File: src/rtl/bcm_first_pick.sv
// bcm_first_pick: lowest set bit finder for the right node scan
`default_nettype none
module bcm_first_pick #(
   parameter int N  = 16,
   parameter int IW = 4
) (
   input  wire logic [N-1:0]  cand,
   output logic               found,
   output logic [IW-1:0]      index
);
   always_comb begin
      found = 1'b0;
      index = '0;
      for (int j = N - 1; j >= 0; j--) begin
         if (cand[j]) begin
            found = 1'b1;
            index = IW'(j);
         end
      end
   end
endmodule
`default_nettype wire

File: config.mk
export PLATFORM = sky130hd
export DESIGN_NAME = bcm_first_pick
export DESIGN_NICKNAME = d
export VERILOG_FILES = /design/src/rtl/bcm_first_pick.sv
export SDC_FILE = /design/constraint.sdc
export NUM_CORES = 1
export LEC_CHECK = 0
export BUFFER_PORTS_ARGS = -buffer_cell sky130_fd_sc_hd__buf_2
export CAP_MARGIN = 20
export CORE_AREA = 2 2 39 41
export DETAILED_ROUTE_END_ITERATION = 10
export DIE_AREA = 0 0 41 43
export SLEW_MARGIN = 20
export SYNTH_ARGS = -nofsm -noshare
export SYNTH_HDL_FRONTEND = slang
export SYNTH_SLANG_ARGS = --single-unit
File: constraint.sdc
create_clock -name vclk -period 0.9
set_input_delay 0.09 -clock vclk [all_inputs]
set_output_delay 0.09 -clock vclk [all_outputs]
set_load 0.02 [all_outputs]
==> results.ini <==
[worst_setup_path]
arrival_ps = 930
cp_max_fo = 2
crit_type = in -> out
critPathRequiredTime_ps = 810
path_delay_family = simple AND/OR/NAND/NOR gates
startpoint_type = input pin
cpPeakStageDelay_ps = 280
critPathCaptureType = output port
cp.depth = 5
cp_slowest_cell = nor4_4
path_buf_inv = 2
path_cells = buf_8 -> nor4_4 -> and3_4 -> nand4_1 -> buf_4

[synth]
syn_nets = 49
synth_top_area_cell = nor2_1
synthesis.area_um2 = 179
yosysMostFrequentCell = nor2_1
syn_inst = 33
yosysSeqAreaShare = 0
synth_common_cells = nor2_1 (7), nand2_1 (5), a21oi_1 (4), inv_1 (3)
synth_cell_type_count = 16
synth-warning-count = 0
synth_top_area_share = 0.147
syn_area_per_cell_um2 = 5.42
synth_area_leaders = nor2_1 (15%), nor4_2 (14%), a21oi_1 (11%), nand2_1 (10%), inv_1 (6.3%)

[outcome]
violations = setup timing
outcome = finished, violations left

[floorplanning]
die_area_mm2 = 0.00176
start_util = 0.129
rows = 14
fp.dieH_um = 43
core-area_mm2 = 0.00138
io_pins = 21
dieWidth_um = 41

[cells_and_area]
layout-drive-gt1-share = 0.726
nets = 80
clkbuf_count = 0
post-route-util = 0.373
seq_cells = 0
fillCellCount = 155
regArea_um2 = 0
syn_to_final_growth_pct = 189
fin_cells = 78
diodes = 0
final_area_um2 = 517

[place]
dp_cells = 77
placed_area_um2 = 368
port_buffers = 21
dp_hpwl_um = 616
gp_congestion = 0.755

[timing]
rsz0062_at_grt = yes
slew_viol_final = 0
hold_violations = 0
worst_pin_slew_ps = 239
setup_viol = 5
timing.final.crit_share = 1.14
fmax_mhz = 977
setup_ws_ps = -124
min_period_ps = 1020
max_slew_margin = 0.841

[global_routing]
grt_pass1_vias = 316
track_usage = 0.0859
grt_max_degree = 5
antenna_found_initial = 0
grt_pass1_wl_um = 1170
gr-total-overflow = 0

[hold_path]
min_path_type = in -> out
min_path_cells = 5
hp-start = cand[9]
hold_path_end = index[2]

[power]
p_clk_frac = 0
power.leakage_nw = 0.222
p_comb_frac = 1.000
power.total_w = 0.000209
vdd_drop_max_v = 0.000188
switchingPower_w = 0.0000978
seqPwrFrac = 0
cellPowerDensity_mw_per_mm2 = 404
intPower_w = 0.000111
p_sw_frac = 0.468

[routing]
avgRoutedWirePerCell_um = 9.99
ant_nets = 0
finalWirelength_um = 779
vias_per_cell = 4.56
drc = 0
num_vias = 356
first_pass_iters = 2
drtIter0Drc = 1

[clock_tree]
holdBufCountCts = 0

[run]
maxCapViolations = 0

==> logic make-up (layout without fill, tap and decap cells) <==
family / count (synthesis) / in the layout / synth area share
AO/OA/AOI/OAI: 9 / 9 / 0.315
buffers and inverters: 3 / 32 / 0.0629
AND/OR/NAND/NOR: 21 / 21 / 0.622
==> power by group through the flow <==
stage	registers, W	clock network [W]	logic (W)
floorplan	0	0	0.0000515
global placement	0	0	0.000137
detailed placement	0	0	0.000139
CTS	0	0	0.000181
global route	0	0	0.000225
finish	0	0	0.000209
==> metal layers <==
| layer | share of wire | global-route usage | vias to the layer above |
|---|---|---|---|
| li1 | - | - | 180 |
| met1 | 0.39 | 0.117 | 163 |
| met2 | 0.53 | 0.153 | 13 |
| met3 | 0.080 | 0 | 0 |
| met4 | 0 | 0 | 0 |
| met5 | 0 | 0 | - |
==> area by class of cell <==
class	instances	area (µm²)	share of cell area
repair buffers	29	223	0.431
inverters	3	11.3	0.0218
multi-input cells	30	263	0.508
well taps	16	20.0	0.0387
==> timing repair <==
item,4_1_cts,5_1_grt
setup buffers,1,0
endpoints found under the setup margin,5,5
gates resized for setup,21,12
pin swaps,9,9
endpoints found under the hold margin,0,0
cloned,0,0
==> through the flow <==
step           hold WS [ps]  TNS (ps)  setup slack [ps]
2_1_floorplan           265         0             0.653
3_3_place_gp            569      -674              -186
3_5_place_dp            575      -701              -194
4_1_cts                 558      -460              -126
5_1_grt                 590      -598              -165
6_report                557      -369              -124
==> worst max-delay path by stage <==
stage	from	to
after floorplan	cand[10]	found
after global placement	cand[10]	found
after global routing	cand[9]	found
after CTS	cand[14]	index[0]
after detailed placement	cand[10]	found
final	cand[9]	found
==> placed cells by master, fill, tap and decap left out <==
cell type,n
nand3_1,1
a21oi_2,3
inv_1,2
o311a_4,1
buf_4,13
and3_4,1
inv_2,1
nor2_4,1
nor3_2,2
nor2b_4,1
o21ai_0,1
nand2_1,5
o31ai_2,1
nor3b_2,1
buf_2,10
buf_8,2
o22ai_4,1
buf_6,4
nor4_4,2
nor2_2,1
a21oi_1,1
a31oi_1,1
nor2_1,5
nand4_1,1
Power figures use the tool's default switching activity.
